===== src/rtl/gnnt_pkg.sv =====
// shared types, constants and microcode table for the greedy nearest-neighbor tour unit
// no dependencies
package gnnt_pkg;

  localparam int unsigned MaxNodesDefault = 8;
  localparam int unsigned WeightWidth     = 16;
  localparam int unsigned CostWidth       = 19;
  localparam int unsigned OutVertexWidth  = 3;
  localparam int unsigned NodeCountWidth  = 4;
  localparam int unsigned StartNodeWidth  = 3;
  localparam int unsigned CfgIndexWidth   = 2;
  localparam int unsigned CfgDataWidth    = 4;

  localparam logic [CostWidth-1:0] CostMax = '1;

  // configuration register indexes
  localparam logic [CfgIndexWidth-1:0] CFG_NODE_COUNT = 2'd0;
  localparam logic [CfgIndexWidth-1:0] CFG_START_NODE = 2'd1;

  // item function codes
  localparam logic FUNC_LOAD = 1'b0;
  localparam logic FUNC_RUN  = 1'b1;

  // micro-operations
  typedef enum logic [2:0] {
    U_ACCEPT,
    U_CHKSTART,
    U_SCAN,
    U_DRAIN,
    U_STEP,
    U_BACK,
    U_CLOSE,
    U_EMIT
  } uop_e;

  localparam int unsigned StepWidth = 3;
  typedef logic [StepWidth-1:0] step_t;

  localparam step_t S_ACCEPT   = 3'd0;
  localparam step_t S_CHKSTART = 3'd1;
  localparam step_t S_SCAN     = 3'd2;
  localparam step_t S_DRAIN    = 3'd3;
  localparam step_t S_STEP     = 3'd4;
  localparam step_t S_BACK     = 3'd5;
  localparam step_t S_CLOSE    = 3'd6;
  localparam step_t S_EMIT     = 3'd7;

  typedef struct packed {
    uop_e  op;
    step_t jump;
  } ucode_t;

  // control store: one word per step
  function automatic ucode_t ucode_rom(step_t s);
    ucode_t w;
    unique case (s)
      S_ACCEPT:   w = '{op: U_ACCEPT,   jump: S_ACCEPT};
      S_CHKSTART: w = '{op: U_CHKSTART, jump: S_EMIT};
      S_SCAN:     w = '{op: U_SCAN,     jump: S_SCAN};
      S_DRAIN:    w = '{op: U_DRAIN,    jump: S_STEP};
      S_STEP:     w = '{op: U_STEP,     jump: S_SCAN};
      S_BACK:     w = '{op: U_BACK,     jump: S_CLOSE};
      S_CLOSE:    w = '{op: U_CLOSE,    jump: S_EMIT};
      S_EMIT:     w = '{op: U_EMIT,     jump: S_ACCEPT};
      default:    w = '{op: U_ACCEPT,   jump: S_ACCEPT};
    endcase
    return w;
  endfunction

  // saturating cost accumulate
  function automatic logic [CostWidth-1:0] sat_add(logic [CostWidth-1:0] a,
                                                   logic [WeightWidth-1:0] b);
    logic [CostWidth:0] s;
    s = {1'b0, a} + (CostWidth+1)'(b);
    return s[CostWidth] ? CostMax : s[CostWidth-1:0];
  endfunction

endpackage


===== src/rtl/gnnt_wram.sv =====
// weight store: one write port, one read port with registered read data
// uses gnnt_pkg for the weight width
module gnnt_wram #(
  parameter int unsigned AddrWidth = 6
) (
  input  logic                               clk_i,
  input  logic                               wr_en_i,
  input  logic [AddrWidth-1:0]               wr_addr_i,
  input  logic [gnnt_pkg::WeightWidth-1:0]   wr_data_i,
  input  logic                               rd_en_i,
  input  logic [AddrWidth-1:0]               rd_addr_i,
  output logic [gnnt_pkg::WeightWidth-1:0]   rd_data_o
);

  logic [gnnt_pkg::WeightWidth-1:0] mem_q [2**AddrWidth];
  logic [gnnt_pkg::WeightWidth-1:0] rd_data_q;

  always_ff @(posedge clk_i) begin
    if (wr_en_i) begin
      mem_q[wr_addr_i] <= wr_data_i;
    end
  end

  always_ff @(posedge clk_i) begin
    if (rd_en_i) begin
      rd_data_q <= mem_q[rd_addr_i];
    end
  end

  assign rd_data_o = rd_data_q;

endmodule


===== src/rtl/greedy_nearest_neighbor_tour_unit.sv =====
// greedy nearest-neighbor tour unit: weight store, microcoded sequencer and scan datapath
// depends on gnnt_pkg and gnnt_wram
// load item: writes one weight when row and column are in range, no result
// run item: one row scan per scanned row, R scanned rows (R = path length, at most n);
//   the weight store read port scans one row entry per cycle
// results stream out as the walk advances; the last result follows the return-edge read
// async active-low reset: node_count 8, start_node 0, sequencer idle, no result pending
module greedy_nearest_neighbor_tour_unit #(
  parameter int unsigned MaxNodes = gnnt_pkg::MaxNodesDefault
) (
  input  logic                                   clk_i,
  input  logic                                   rst_ni,
  // configuration write channel
  input  logic                                   cfg_valid_i,
  output logic                                   cfg_ready_o,
  input  logic [gnnt_pkg::CfgIndexWidth-1:0]     cfg_index_i,
  input  logic [gnnt_pkg::CfgDataWidth-1:0]      cfg_data_i,
  // input item channel
  input  logic                                   in_valid_i,
  output logic                                   in_ready_o,
  input  logic                                   func_i,
  input  logic [2:0]                             row_i,
  input  logic [2:0]                             col_i,
  input  logic [gnnt_pkg::WeightWidth-1:0]       weight_i,
  // result item channel
  output logic                                   out_valid_o,
  input  logic                                   out_ready_i,
  output logic [gnnt_pkg::OutVertexWidth-1:0]    vertex_o,
  output logic                                   is_last_o,
  output logic                                   found_o,
  output logic [gnnt_pkg::CostWidth-1:0]         total_cost_o
);

  // vertex index width, row/col address width, path length width
  localparam int unsigned VW = $clog2(MaxNodes);
  localparam int unsigned AW = 2 * VW;
  localparam int unsigned LW = $clog2(MaxNodes + 1);

  // configuration registers
  logic [gnnt_pkg::NodeCountWidth-1:0] node_count_q;
  logic [gnnt_pkg::StartNodeWidth-1:0] start_node_q;

  // sequencer and datapath state
  gnnt_pkg::step_t                  step_q, step_d;
  gnnt_pkg::ucode_t                 uw;
  logic [VW-1:0]                    cur_q;
  logic [VW-1:0]                    idx_q;
  logic [VW-1:0]                    rd_idx_q;
  logic                             rd_v_q;
  logic [MaxNodes-1:0]              visited_q;
  logic                             have_q;
  logic [VW-1:0]                    best_q;
  logic [gnnt_pkg::WeightWidth-1:0] best_w_q;
  logic [gnnt_pkg::CostWidth-1:0]   cost_q;
  logic [LW-1:0]                    len_q;
  logic                             bad_q;
  logic                             found_q;
  logic [gnnt_pkg::CostWidth-1:0]   tot_q;

  // output register
  logic                                out_valid_q;
  logic [gnnt_pkg::OutVertexWidth-1:0] out_vertex_q;
  logic                                out_last_q;
  logic                                out_found_q;
  logic [gnnt_pkg::CostWidth-1:0]      out_cost_q;

  // weight store ports
  logic                             wr_en;
  logic [AW-1:0]                    wr_addr;
  logic                             rd_en;
  logic [AW-1:0]                    rd_addr;
  logic [gnnt_pkg::WeightWidth-1:0] rd_data;

  // decoded control
  logic          in_acc;
  logic          out_free;
  logic [LW-1:0] eff_n;
  logic          start_bad;
  logic [VW-1:0] start_v;
  logic          scan_last;
  logic          can_adv;
  logic          cand;
  logic          emit_mid;
  logic          emit_last;
  logic          row_ok;
  logic          col_ok;

  // node count above the store size acts as the store size
  always_comb begin
    if (32'(node_count_q) > 32'(MaxNodes)) begin
      eff_n = LW'(MaxNodes);
    end else begin
      eff_n = LW'(node_count_q);
    end
  end

  assign start_bad = 32'(start_node_q) >= 32'(eff_n);
  assign start_v   = VW'(start_node_q);

  assign uw          = gnnt_pkg::ucode_rom(step_q);
  assign in_ready_o  = (uw.op == gnnt_pkg::U_ACCEPT);
  assign cfg_ready_o = 1'b1;
  assign in_acc      = in_valid_i && in_ready_o;
  assign out_free    = !out_valid_q || out_ready_i;

  // scan issues entry idx while judging the entry read in the cycle before
  assign scan_last = (32'(idx_q) + 32'd1) >= 32'(eff_n);
  assign can_adv   = have_q && (32'(len_q) < 32'(MaxNodes));
  assign cand      = rd_v_q && (rd_data != '0) && !visited_q[rd_idx_q] &&
                     (!have_q || (rd_data < best_w_q));

  assign emit_mid  = (uw.op == gnnt_pkg::U_STEP) && can_adv && out_free;
  assign emit_last = (uw.op == gnnt_pkg::U_EMIT) && out_free;

  // writes outside the store are dropped
  assign row_ok  = 32'(row_i) < 32'(MaxNodes);
  assign col_ok  = 32'(col_i) < 32'(MaxNodes);
  assign wr_en   = in_acc && (func_i == gnnt_pkg::FUNC_LOAD) && row_ok && col_ok;
  assign wr_addr = {VW'(row_i), VW'(col_i)};

  // row of the current vertex during scan, return edge during back
  assign rd_en   = (uw.op == gnnt_pkg::U_SCAN) || (uw.op == gnnt_pkg::U_BACK);
  assign rd_addr = {cur_q, (uw.op == gnnt_pkg::U_BACK) ? start_v : idx_q};

  // next step: fall through, hold, or take the word's jump on its condition
  always_comb begin
    unique case (uw.op)
      gnnt_pkg::U_ACCEPT: begin
        if (in_acc && (func_i == gnnt_pkg::FUNC_RUN)) begin
          step_d = step_q + gnnt_pkg::StepWidth'(1);
        end else begin
          step_d = uw.jump;
        end
      end
      gnnt_pkg::U_CHKSTART: begin
        step_d = bad_q ? uw.jump : step_q + gnnt_pkg::StepWidth'(1);
      end
      gnnt_pkg::U_SCAN: begin
        step_d = scan_last ? step_q + gnnt_pkg::StepWidth'(1) : uw.jump;
      end
      gnnt_pkg::U_STEP: begin
        if (can_adv) begin
          step_d = out_free ? uw.jump : step_q;
        end else begin
          step_d = step_q + gnnt_pkg::StepWidth'(1);
        end
      end
      gnnt_pkg::U_EMIT: begin
        step_d = out_free ? uw.jump : step_q;
      end
      gnnt_pkg::U_DRAIN, gnnt_pkg::U_BACK, gnnt_pkg::U_CLOSE: begin
        step_d = uw.jump;
      end
      default: begin
        step_d = gnnt_pkg::S_ACCEPT;
      end
    endcase
  end

  always_ff @(posedge clk_i or negedge rst_ni) begin
    if (!rst_ni) begin
      node_count_q <= gnnt_pkg::NodeCountWidth'(8);
      start_node_q <= '0;
      step_q       <= gnnt_pkg::S_ACCEPT;
      cur_q        <= '0;
      idx_q        <= '0;
      rd_idx_q     <= '0;
      rd_v_q       <= 1'b0;
      visited_q    <= '0;
      have_q       <= 1'b0;
      best_q       <= '0;
      best_w_q     <= '0;
      cost_q       <= '0;
      len_q        <= '0;
      bad_q        <= 1'b0;
      found_q      <= 1'b0;
      tot_q        <= '0;
      out_valid_q  <= 1'b0;
      out_vertex_q <= '0;
      out_last_q   <= 1'b0;
      out_found_q  <= 1'b0;
      out_cost_q   <= '0;
    end else begin
      step_q <= step_d;

      // configuration writes, unknown indexes ignored
      if (cfg_valid_i && cfg_ready_o) begin
        unique case (cfg_index_i)
          gnnt_pkg::CFG_NODE_COUNT: node_count_q <= cfg_data_i[gnnt_pkg::NodeCountWidth-1:0];
          gnnt_pkg::CFG_START_NODE: start_node_q <= cfg_data_i[gnnt_pkg::StartNodeWidth-1:0];
          default: ;
        endcase
      end

      // result register drains when taken and nothing new replaces it
      if (out_valid_q && out_ready_i && !emit_mid && !emit_last) begin
        out_valid_q <= 1'b0;
      end

      unique case (uw.op)
        gnnt_pkg::U_ACCEPT: begin
          if (in_acc && (func_i == gnnt_pkg::FUNC_RUN)) begin
            // run start: clear walk state, mark start when in range
            visited_q <= start_bad ? '0 : (MaxNodes'(1) << start_v);
            cur_q   <= start_v;
            idx_q   <= '0;
            rd_v_q  <= 1'b0;
            have_q  <= 1'b0;
            cost_q  <= '0;
            len_q   <= LW'(1);
            bad_q   <= start_bad;
            found_q <= 1'b0;
            tot_q   <= '0;
          end
        end
        gnnt_pkg::U_CHKSTART: ;
        gnnt_pkg::U_SCAN: begin
          rd_idx_q <= idx_q;
          rd_v_q   <= 1'b1;
          idx_q    <= idx_q + VW'(1);
          if (cand) begin
            have_q   <= 1'b1;
            best_q   <= rd_idx_q;
            best_w_q <= rd_data;
          end
        end
        gnnt_pkg::U_DRAIN: begin
          rd_v_q <= 1'b0;
          if (cand) begin
            have_q   <= 1'b1;
            best_q   <= rd_idx_q;
            best_w_q <= rd_data;
          end
        end
        gnnt_pkg::U_STEP: begin
          if (emit_mid) begin
            // current vertex is not the last one: send it and move on
            out_valid_q       <= 1'b1;
            out_vertex_q      <= gnnt_pkg::OutVertexWidth'(cur_q);
            out_last_q        <= 1'b0;
            out_found_q       <= 1'b0;
            out_cost_q        <= '0;
            cur_q             <= best_q;
            visited_q[best_q] <= 1'b1;
            cost_q            <= gnnt_pkg::sat_add(cost_q, best_w_q);
            len_q             <= len_q + LW'(1);
            have_q            <= 1'b0;
            idx_q             <= '0;
          end
        end
        gnnt_pkg::U_BACK: ;
        gnnt_pkg::U_CLOSE: begin
          // closed tour needs every vertex and an edge back to start
          if ((32'(len_q) >= 32'(eff_n)) && (rd_data != '0)) begin
            found_q <= 1'b1;
            tot_q   <= gnnt_pkg::sat_add(cost_q, rd_data);
          end
        end
        gnnt_pkg::U_EMIT: begin
          if (emit_last) begin
            out_valid_q  <= 1'b1;
            out_vertex_q <= bad_q ? gnnt_pkg::OutVertexWidth'(start_node_q)
                                  : gnnt_pkg::OutVertexWidth'(cur_q);
            out_last_q   <= 1'b1;
            out_found_q  <= found_q;
            out_cost_q   <= tot_q;
          end
        end
        default: ;
      endcase
    end
  end

  gnnt_wram #(
    .AddrWidth (AW)
  ) u_wram (
    .clk_i     (clk_i),
    .wr_en_i   (wr_en),
    .wr_addr_i (wr_addr),
    .wr_data_i (weight_i),
    .rd_en_i   (rd_en),
    .rd_addr_i (rd_addr),
    .rd_data_o (rd_data)
  );

  assign out_valid_o  = out_valid_q;
  assign vertex_o     = out_vertex_q;
  assign is_last_o    = out_last_q;
  assign found_o      = out_found_q;
  assign total_cost_o = out_cost_q;

  // intermediate path vertices carry no tour status
  a_mid_no_status: assert property (@(posedge clk_i) disable iff (!rst_ni)
    (out_valid_o && !is_last_o) |-> (!found_o && (total_cost_o == '0)))
    else $error("intermediate result carries tour status");

  // the walk never records more vertices than the store holds
  a_len_bound: assert property (@(posedge clk_i) disable iff (!rst_ni)
    32'(len_q) <= 32'(MaxNodes))
    else $error("path length beyond vertex count");

  // a found tour always covers every vertex in use
  a_found_full: assert property (@(posedge clk_i) disable iff (!rst_ni)
    ((uw.op == gnnt_pkg::U_EMIT) && found_q) |-> (32'(len_q) >= 32'(eff_n)))
    else $error("tour reported found with vertices left");

  // the vertex whose row is scanned is already marked visited
  a_cur_visited: assert property (@(posedge clk_i) disable iff (!rst_ni)
    (uw.op == gnnt_pkg::U_SCAN) |-> visited_q[cur_q])
    else $error("scanning from an unmarked vertex");

  // a mid-path result is only sent when the walk really advances
  a_adv_len: assert property (@(posedge clk_i) disable iff (!rst_ni)
    emit_mid |=> (len_q == $past(len_q) + LW'(1)))
    else $error("path length did not advance with result");

endmodule


===== config.mk =====
export PLATFORM = sky130hd
export DESIGN_NAME = greedy_nearest_neighbor_tour_unit
export DESIGN_NICKNAME = d
export VERILOG_FILES = /design/src/rtl/gnnt_pkg.sv /design/src/rtl/gnnt_wram.sv /design/src/rtl/greedy_nearest_neighbor_tour_unit.sv
export SDC_FILE = /design/constraint.sdc
export NUM_CORES = 2
export LEC_CHECK = 0
export BUFFER_PORTS_ARGS = -buffer_cell sky130_fd_sc_hd__buf_2
export CORE_UTILIZATION = 40
export DETAILED_ROUTE_END_ITERATION = 10
export HOLD_SLACK_MARGIN = 0.12
export PLACE_DENSITY_LB_ADDON = 0.25
export SLEW_MARGIN = 20
export SYNTH_ARGS = -nofsm -noshare
export SYNTH_HDL_FRONTEND = slang
export SYNTH_SLANG_ARGS = --single-unit

===== constraint.sdc =====
create_clock -name clk_i -period 3.3 [get_ports clk_i]
set_clock_uncertainty 0.05 [all_clocks]
set_input_delay 0.495 -clock clk_i [delete_from_list [all_inputs] [get_ports clk_i]]
set_output_delay 0.495 -clock clk_i [all_outputs]
set_load 0.03 [all_outputs]

# Word level (Yosys, flattened, before mapping)
# Memories as Yosys holds them, arrays and structs flattened. A register that Yosys moved wholly into a read port is not among the register bits.
# Cells that the tools add are included.
dict set report classes {
  bitwise_logic 2
  order_cmp 9
  shift 1
  addsub 6
  mux 56
  reduce_logical 44
  n_eq_ne 13
}
# op n
set op_table {}
lappend op_table {{$mux 19} 7}
lappend op_table {{$pmux 19 s2} 3}
lappend op_table {{$add 19x16->20} 2}
lappend op_table {{$mux 3} 13}
lappend op_table {{$mux 8} 3}
lappend op_table {{$pmux 3 s6} 1}
lappend op_table {{$lt 16x16->1} 1}
lappend op_table {{$pmux 8 s2} 1}
lappend op_table {{$reduce_bool 16->1} 1}
lappend op_table {{$logic_and 1x1->1} 15}
lappend op_table {{$mux 1} 13}
lappend op_table {{$eq 3x3->1 const B} 4}
lappend op_table {{$mux 4} 3}
lappend op_table {{$pmux 3 s2} 2}
lappend op_table {{$reduce_and 3->1} 4}
lappend op_table {{$reduce_and 2->1} 5}
lappend op_table {{$pmux 3 s3} 1}
lappend op_table {{$reduce_bool 3->1} 3}
lappend op_table {{$ge 4x4->1} 2}
lappend op_table {{$lt 3x4->1 const B} 2}
lappend op_table {{$or 8x8->8} 1}
lappend op_table {{$pmux 1 s2} 4}
lappend op_table {{$pmux 4 s2} 1}
lappend op_table {{$shl 1x3->8 const A} 1}
lappend op_table {{24 further kinds} 38}
dict set report totals {
  mem_bits_rw 1024
  rom_bits 48
  inputBits 34
  out_inout_bits 27
  ff_bits 117
  memories 2
}
# name words word_bits read_ports rd_ports_with_merged_regs write_ports line_no
set memory_table {}
lappend memory_table {u_wram.mem_q 64 16 1 1 1 gnnt_wram.sv:15} ;# logic [gnnt_pkg::WeightWidth-1:0] mem_q [2**AddrWidth];
lappend memory_table {{(name not given)} 8 6 1 0 0 gnnt_pkg.sv:56} ;# unique case (s)

# Longest topological paths before layout
dict set report logic_depth {
  ltp_word 10
  depth_mapped 14
}

# Hierarchy
# A second synthesis with hierarchy kept.
dict set report unflattened {
  hier_cells 2821
  area_unflattened_um2 48642.9
}
# module seq_area_each_um2 cells_per_inst n_inst area_per_inst_um2
set modules_own_cells {}
lappend modules_own_cells {gnnt_wram 31230.0 1829 1 40202.3}
lappend modules_own_cells {greedy_nearest_neighbor_tour_unit 2929.1 992 1 8440.6}

# Worst setup path before layout
# OpenSTA, ideal clock, no wires.
dict set report synth_path {
  path_kind {register to register}
  start {register step_q[0]}
  end {memory u_wram.mem_q[63][0] in the netlist's numbering (enable)}
  setup_slack_ps -8
  setup_time_ps 389
  path_buffers 0
  arrival_ps 2869
  path_stages_with_launch 8
  cell_sequence {dfrtp_1 inv_1 ha_1 nor2b_1 nand2_1 nor3b_1 nand3_1 nor2_1}
}
dict set report synth_between {
  elab_chain_len 6
}
# element line_no
set synth_rtl {}
lappend synth_rtl {{start: declaration} greedy_nearest_neighbor_tour_unit.sv:44} ;# gnnt_pkg::step_t step_q, step_d;
lappend synth_rtl {{start signal: assignment} greedy_nearest_neighbor_tour_unit.sv:164} ;# step_q <= gnnt_pkg::S_ACCEPT;
lappend synth_rtl {{start signal: assignment} greedy_nearest_neighbor_tour_unit.sv:184} ;# step_q <= step_d;
lappend synth_rtl {{$mem_v2 8x6} -}
lappend synth_rtl {{$logic_not 3->1} greedy_nearest_neighbor_tour_unit.sv:101} ;# assign in_ready_o = (uw.op == gnnt_pkg::U_ACCEPT);
lappend synth_rtl {{named net in_ready_o} greedy_nearest_neighbor_tour_unit.sv:20} ;# output logic in_ready_o,
lappend synth_rtl {{$logic_and 1x1->1} greedy_nearest_neighbor_tour_unit.sv:103} ;# assign in_acc = in_valid_i && in_ready_o;
lappend synth_rtl {{$logic_and 1x1->1} greedy_nearest_neighbor_tour_unit.sv:118} ;# assign wr_en = in_acc && (func_i == gnnt_pkg::FUNC_LOAD) && row_ok && col_ok;
lappend synth_rtl {{$mux 1} gnnt_wram.sv:19} ;# if (wr_en_i) begin
lappend synth_rtl {{$mux 1 (not written as such)} gnnt_wram.sv:20} ;# mem_q[wr_addr_i] <= wr_data_i;
lappend synth_rtl {{end: declaration} gnnt_wram.sv:15}
# The timed path passes the listed nets, and every way through them passes these cells.

# Final worst setup path
dict set report layout_path {
  start {register step_q[1]}
  end {register u_wram.rd_data_q, in the netlist u_wram.rd_data_o[14], read port of u_wram.mem_q, data pin}
}
dict set report layout_between {
  elab_chain_len 3
  word_cells_on_any_way 5
  cone_classes {2 x eq/ne; 1 x mux; 1 x reduce/logical; 1 x memory}
}
# element line_no
set layout_rtl {}
lappend layout_rtl {{$mem_v2 8x6 (*)} -}
lappend layout_rtl {{$eq 3x3->1 / $eq 3x2->1 (equally long branches)} {greedy_nearest_neighbor_tour_unit.sv:122, greedy_nearest_neighbor_tour_unit.sv:123}}
lappend layout_rtl {{$mux 3 / $logic_or 1x1->1 (equally long branches)} {greedy_nearest_neighbor_tour_unit.sv:123, greedy_nearest_neighbor_tour_unit.sv:122}}
lappend layout_rtl {{end: declaration} gnnt_wram.sv:16} ;# logic [gnnt_pkg::WeightWidth-1:0] rd_data_q;
# Every way passes the cells marked *; elsewhere a longest branch is shown, timed or not.
# A chain may end at the register's enable or synchronous reset.

==> metrics.md <==
| Metric | Value |
|---|---|
| Run status | finished, final reports clean |
| DRC | 0 |
| Syn. warnings | 0 |
| EDFF count, synth | 1,040 |
| DRT Wirelength | 128 mm |
| Synth Area in Adders | 1.84% |
| Top cells by area, synth | edfxtp_1, dfrtp_1, mux4_2 |
| Max-slew violation count | 0 |
| Total congestion overflow | 0 |
| # fillers | 10,222 |
| Crit path time final | 3.21 ns |
| Syn_area_per_cell | 15.5 um^2 |
| R2r endpoint | u_wram.rd_data_o[14] |
| HP Class | input pin to flip-flop |
| Clock sinks | 1,157 |
| Area added between synthesis and finish | 16.3% |
| Register area | 0.0342 mm^2 |
| Crit-path slowest cell | dfrtp_1 |
| Worst setup margin | 0.0946 ns |
| Critical path cell sequence | inv_1 -> ha_2 -> buf_4 -> and2_1 -> buf_4 -> o21ai_4 -> buf_12 -> buf_4 -> buf_4 -> mux4_2 -> a22oi_1 -> nand2_1 -> and4_1 |
| Worst-path clk slew | 0.06 ns |
| PortBufs | 59 |
| # IOs | 61 |
| Worst-path maximum fanout | 14 |
| Arrival time worst endpoint | 3.62 ns |
| Mapped Cells | 3,080 |
| Core area | 0.118 mm^2 |
| Vias in the first global route | 27,441 |
| FFs w/ async S/R, synth | 10.1% |
| Share of post-route cells with drive strength above 1 | 20.1% |
| Most frequent cell on the critical path | buf_4 |
| Vias per inst | 5.67 |
| Most common cell in the netlist | edfxtp_1 |
| Routed Antenna Nets | 0 |
| Initial antenna violation count | 4 |
| Drt initial violations | 2,865 |
| Post-synthesis cell area | 0.0478 mm^2 |
| Root buffer cell | clkbuf_16 |
| H-tree depth | 3 |
| Maximum vdd ir drop | 572 uV |
| CTS Buf Count | 115 |
| Post-synthesis xor/xnor area fraction | 0.440% |
| Inst Count DP | 4,748 |
| Setup crit end kind | flip-flop |
| RePlAce Congestion | 0.820 |
| Longest Clk Path Bufs | 3 |
| Die width | 348 um |
| DR pass1 iterations | 6 |
| Complex-gate fraction of the synthesized area | 9.00% |
| Distinct cells, synth | 86 |
| Post-synth top area share | 65.4% |
| Main combinational cell family by area after synthesis | compound AO/OA/AOI/OAI gates |
| Static Leak | 0.0193 uW |
| Detail Placement HPWL | 81.7 mm |
| Initial Utilization | 40.4% |
| Die area | 0.121 mm^2 |
| Predominant post-synthesis flop cell | edfxtp_1 |
| Internal reg-to-reg setup slack | 0.09 ns |
| Worst R2R Start | step_q[1] |
| Setup TNS | 0 ns |
| Crit path launch | step_q[1] |
| Final hold viol count | 0 |
| GRT Util Overall | 20.9% |
| WP buf/inv | 6 |
| Largest net degree at the start of global routing | 54 |
| Required @ worst endpoint | 3.71 ns |
| Worst Tran Pin Value | 1.13 ns |
| Die H | 348 um |
| Std cell rows | 126 |
| Max_cap viols | 0 |
| Synth cell count leaders | edfxtp_1, nand2_1, nor2_1 |
| Max Clk Rate | 312 MHz |
| Pre-CTS setup slack | -0.128 ns |
| PwrDens | 849 mW/mm^2 |
| Area of the multi-input gates | 0.0127 mm^2 |
| DR WL/cell | 25.7 um |
| Seq cells post-synth | 1,157 |
| HP Start | cfg_index_i[0] |
| Seq/Total Area, Yosys | 71.5% |
| Fin nets | 3,450 |
| Yosys top cell by area | edfxtp_1 |
| Mux cell area share after synthesis | 8.03% |
| Crit-path leading delay family | buffers and inverters |
| Worst Hold Depth | 3 |
| Max stage delay on crit path | 0.35 ns |
| Critical path class | flip-flop to flip-flop |
| First-pass GRT wire length | 187 mm |
| Max_slew headroom | 24.7% |
| Tcrit/Tclk final | 97.1% |
| Startpoint types | flip-flop |
| Vias post-DR | 28,253 |
| Post-Syn Nets | 3,183 |
| Worst reg2reg path depth | 13 |
| Fin cells | 4,979 |
| Later-pin clock latency in the skew report | 0.72 ns |
| Worst hold path endpoint | node_count_q[3] |
| # setup viols final | 0 |
| CTS tree | yes |
| RSZ-0062 raised after global routing | false |
| Synth Area in Simple Gates | 6.91% |
## report_power, final
part | total, uW | switching (uW) | internal, uW
logic | 16600 | 9770 | 6790
registers | 17700 | 879 | 16800
clock network | 12900 | 5610 | 7320
## registers in the layout (all words and copies together) (netlist names)
register and cells:
out_valid_o 1, vertex_o 3, bad_q 1, len_q 4
step_q 3, idx_q 3, visited_q 8, tot_q 19
total_cost_o 19, cost_q 19, rd_idx_q 3, u_wram.rd_data_o 16
found_o 1, u_wram.mem_q 1024, have_q 1, cur_q 3
rd_v_q 1, node_count_q 4, best_w_q 16, found_q 1
best_q 3, start_node_q 3, is_last_o 1
## area by class of cell
type	count	area share [%]
Tap cell	1536	3.46
Sequential cell	1157	61.5
Clock inverter	73	1.21
Antenna cell	1	0.00450
Multi-Input combinational cell	1700	22.8
Timing Repair Buffer	334	5.33
Inverter	39	0.264
Clock buffer	139	5.46
## cells by family (layout without fill, tap and decap cells)
kind of cell / after synthesis / count (layout)
multiplexers: 237 / 237
other: 1 / 2
AND/OR/NAND/NOR: 737 / 737
buffers and inverters: 223 / 585
XOR/XNOR: 24 / 24
flip-flops: 1157 / 1157
AO/OA/AOI/OAI: 632 / 632
adder cells (fa/ha/maj): 69 / 69
## worst register-to-register path, stage by stage (launching register included)
cell,delay (ns)
dfrtp_1,0.35
inv_1,0.08
ha_2,0.20
buf_4,0.15
and2_1,0.21
buf_4,0.16
o21ai_4,0.14
buf_12,0.21
buf_4,0.22
buf_4,0.18
mux4_2,0.30
a22oi_1,0.30
nand2_1,0.22
and4_1,0.20
## routing by layer
metal	up-vias	part of all wire, %	global-route usage [%]
met1	14474	44	30.3
li1	12633	-	-
met3	157	7.6	3.99
met2	989	46	32.5
met4	0	2.2	5.35
met5	-	0	0
## stage by stage
| step | hold WS, ns | cell area, um^2 | utilization [%] | power [uW] |
|---|---|---|---|---|
| finish | 0.161 | 55500 | 47.0 | 47200 |
| global route | 0.155 | 55500 | 47.0 | 49300 |
| CTS | 0.122 | 55300 | 46.8 | 47000 |
| detailed placement | 0.414 | 51500 | 43.6 | 34000 |
| global placement | 0.407 | 51500 | 43.6 | 34000 |
| floorplan | 0.149 | 47800 | - | 27900 |
## worst max path at each step
stage	slack [ns]	to	cells after the start
2_1_floorplan	-0.008	u_wram.mem_q[63][0]	7
3_5_place_dp	-0.13	u_wram.rd_data_o[6]	14
4_1_cts	0.0009	u_wram.rd_data_o[14]	13
6_report	0.09	u_wram.rd_data_o[14]	13
3_3_place_gp	-0.17	u_wram.rd_data_o[4]	14
5_1_grt	0.01	u_wram.rd_data_o[5]	13
## placed cells by master (no fill, tap or decap), types with 25 or more instances in the layout
cell	Yosys	routed
a211oi_1	84	84
a21oi_1	90	90
a22oi_1	37	37
a31oi_1	82	82
and3_1	67	67
buf_12	0	38
buf_2	60	58
buf_4	23	219
clkbuf_16	0	121
clkinv_1	0	27
clkinv_2	0	25
dfrtp_1	116	115
edfxtp_1	1040	1040
ha_1	67	66
inv_1	39	39
mux2_2	41	41
mux2i_1	82	81
mux4_2	113	113
nand2_1	287	286
nand3_1	28	27
nor2_1	246	238
o21ai_0	137	136
## timing repair
item / CTS / global route
setup buffers: 0 / 7
endpoints found under the setup margin: 6 / 26
gates resized for setup: 5 / 18
cloned: 0 / 3
hold endpoints to repair: 64 / 0
pin swaps: 1 / 4
hold buffers: 8 / 0
Power figures use the tool's default switching activity.
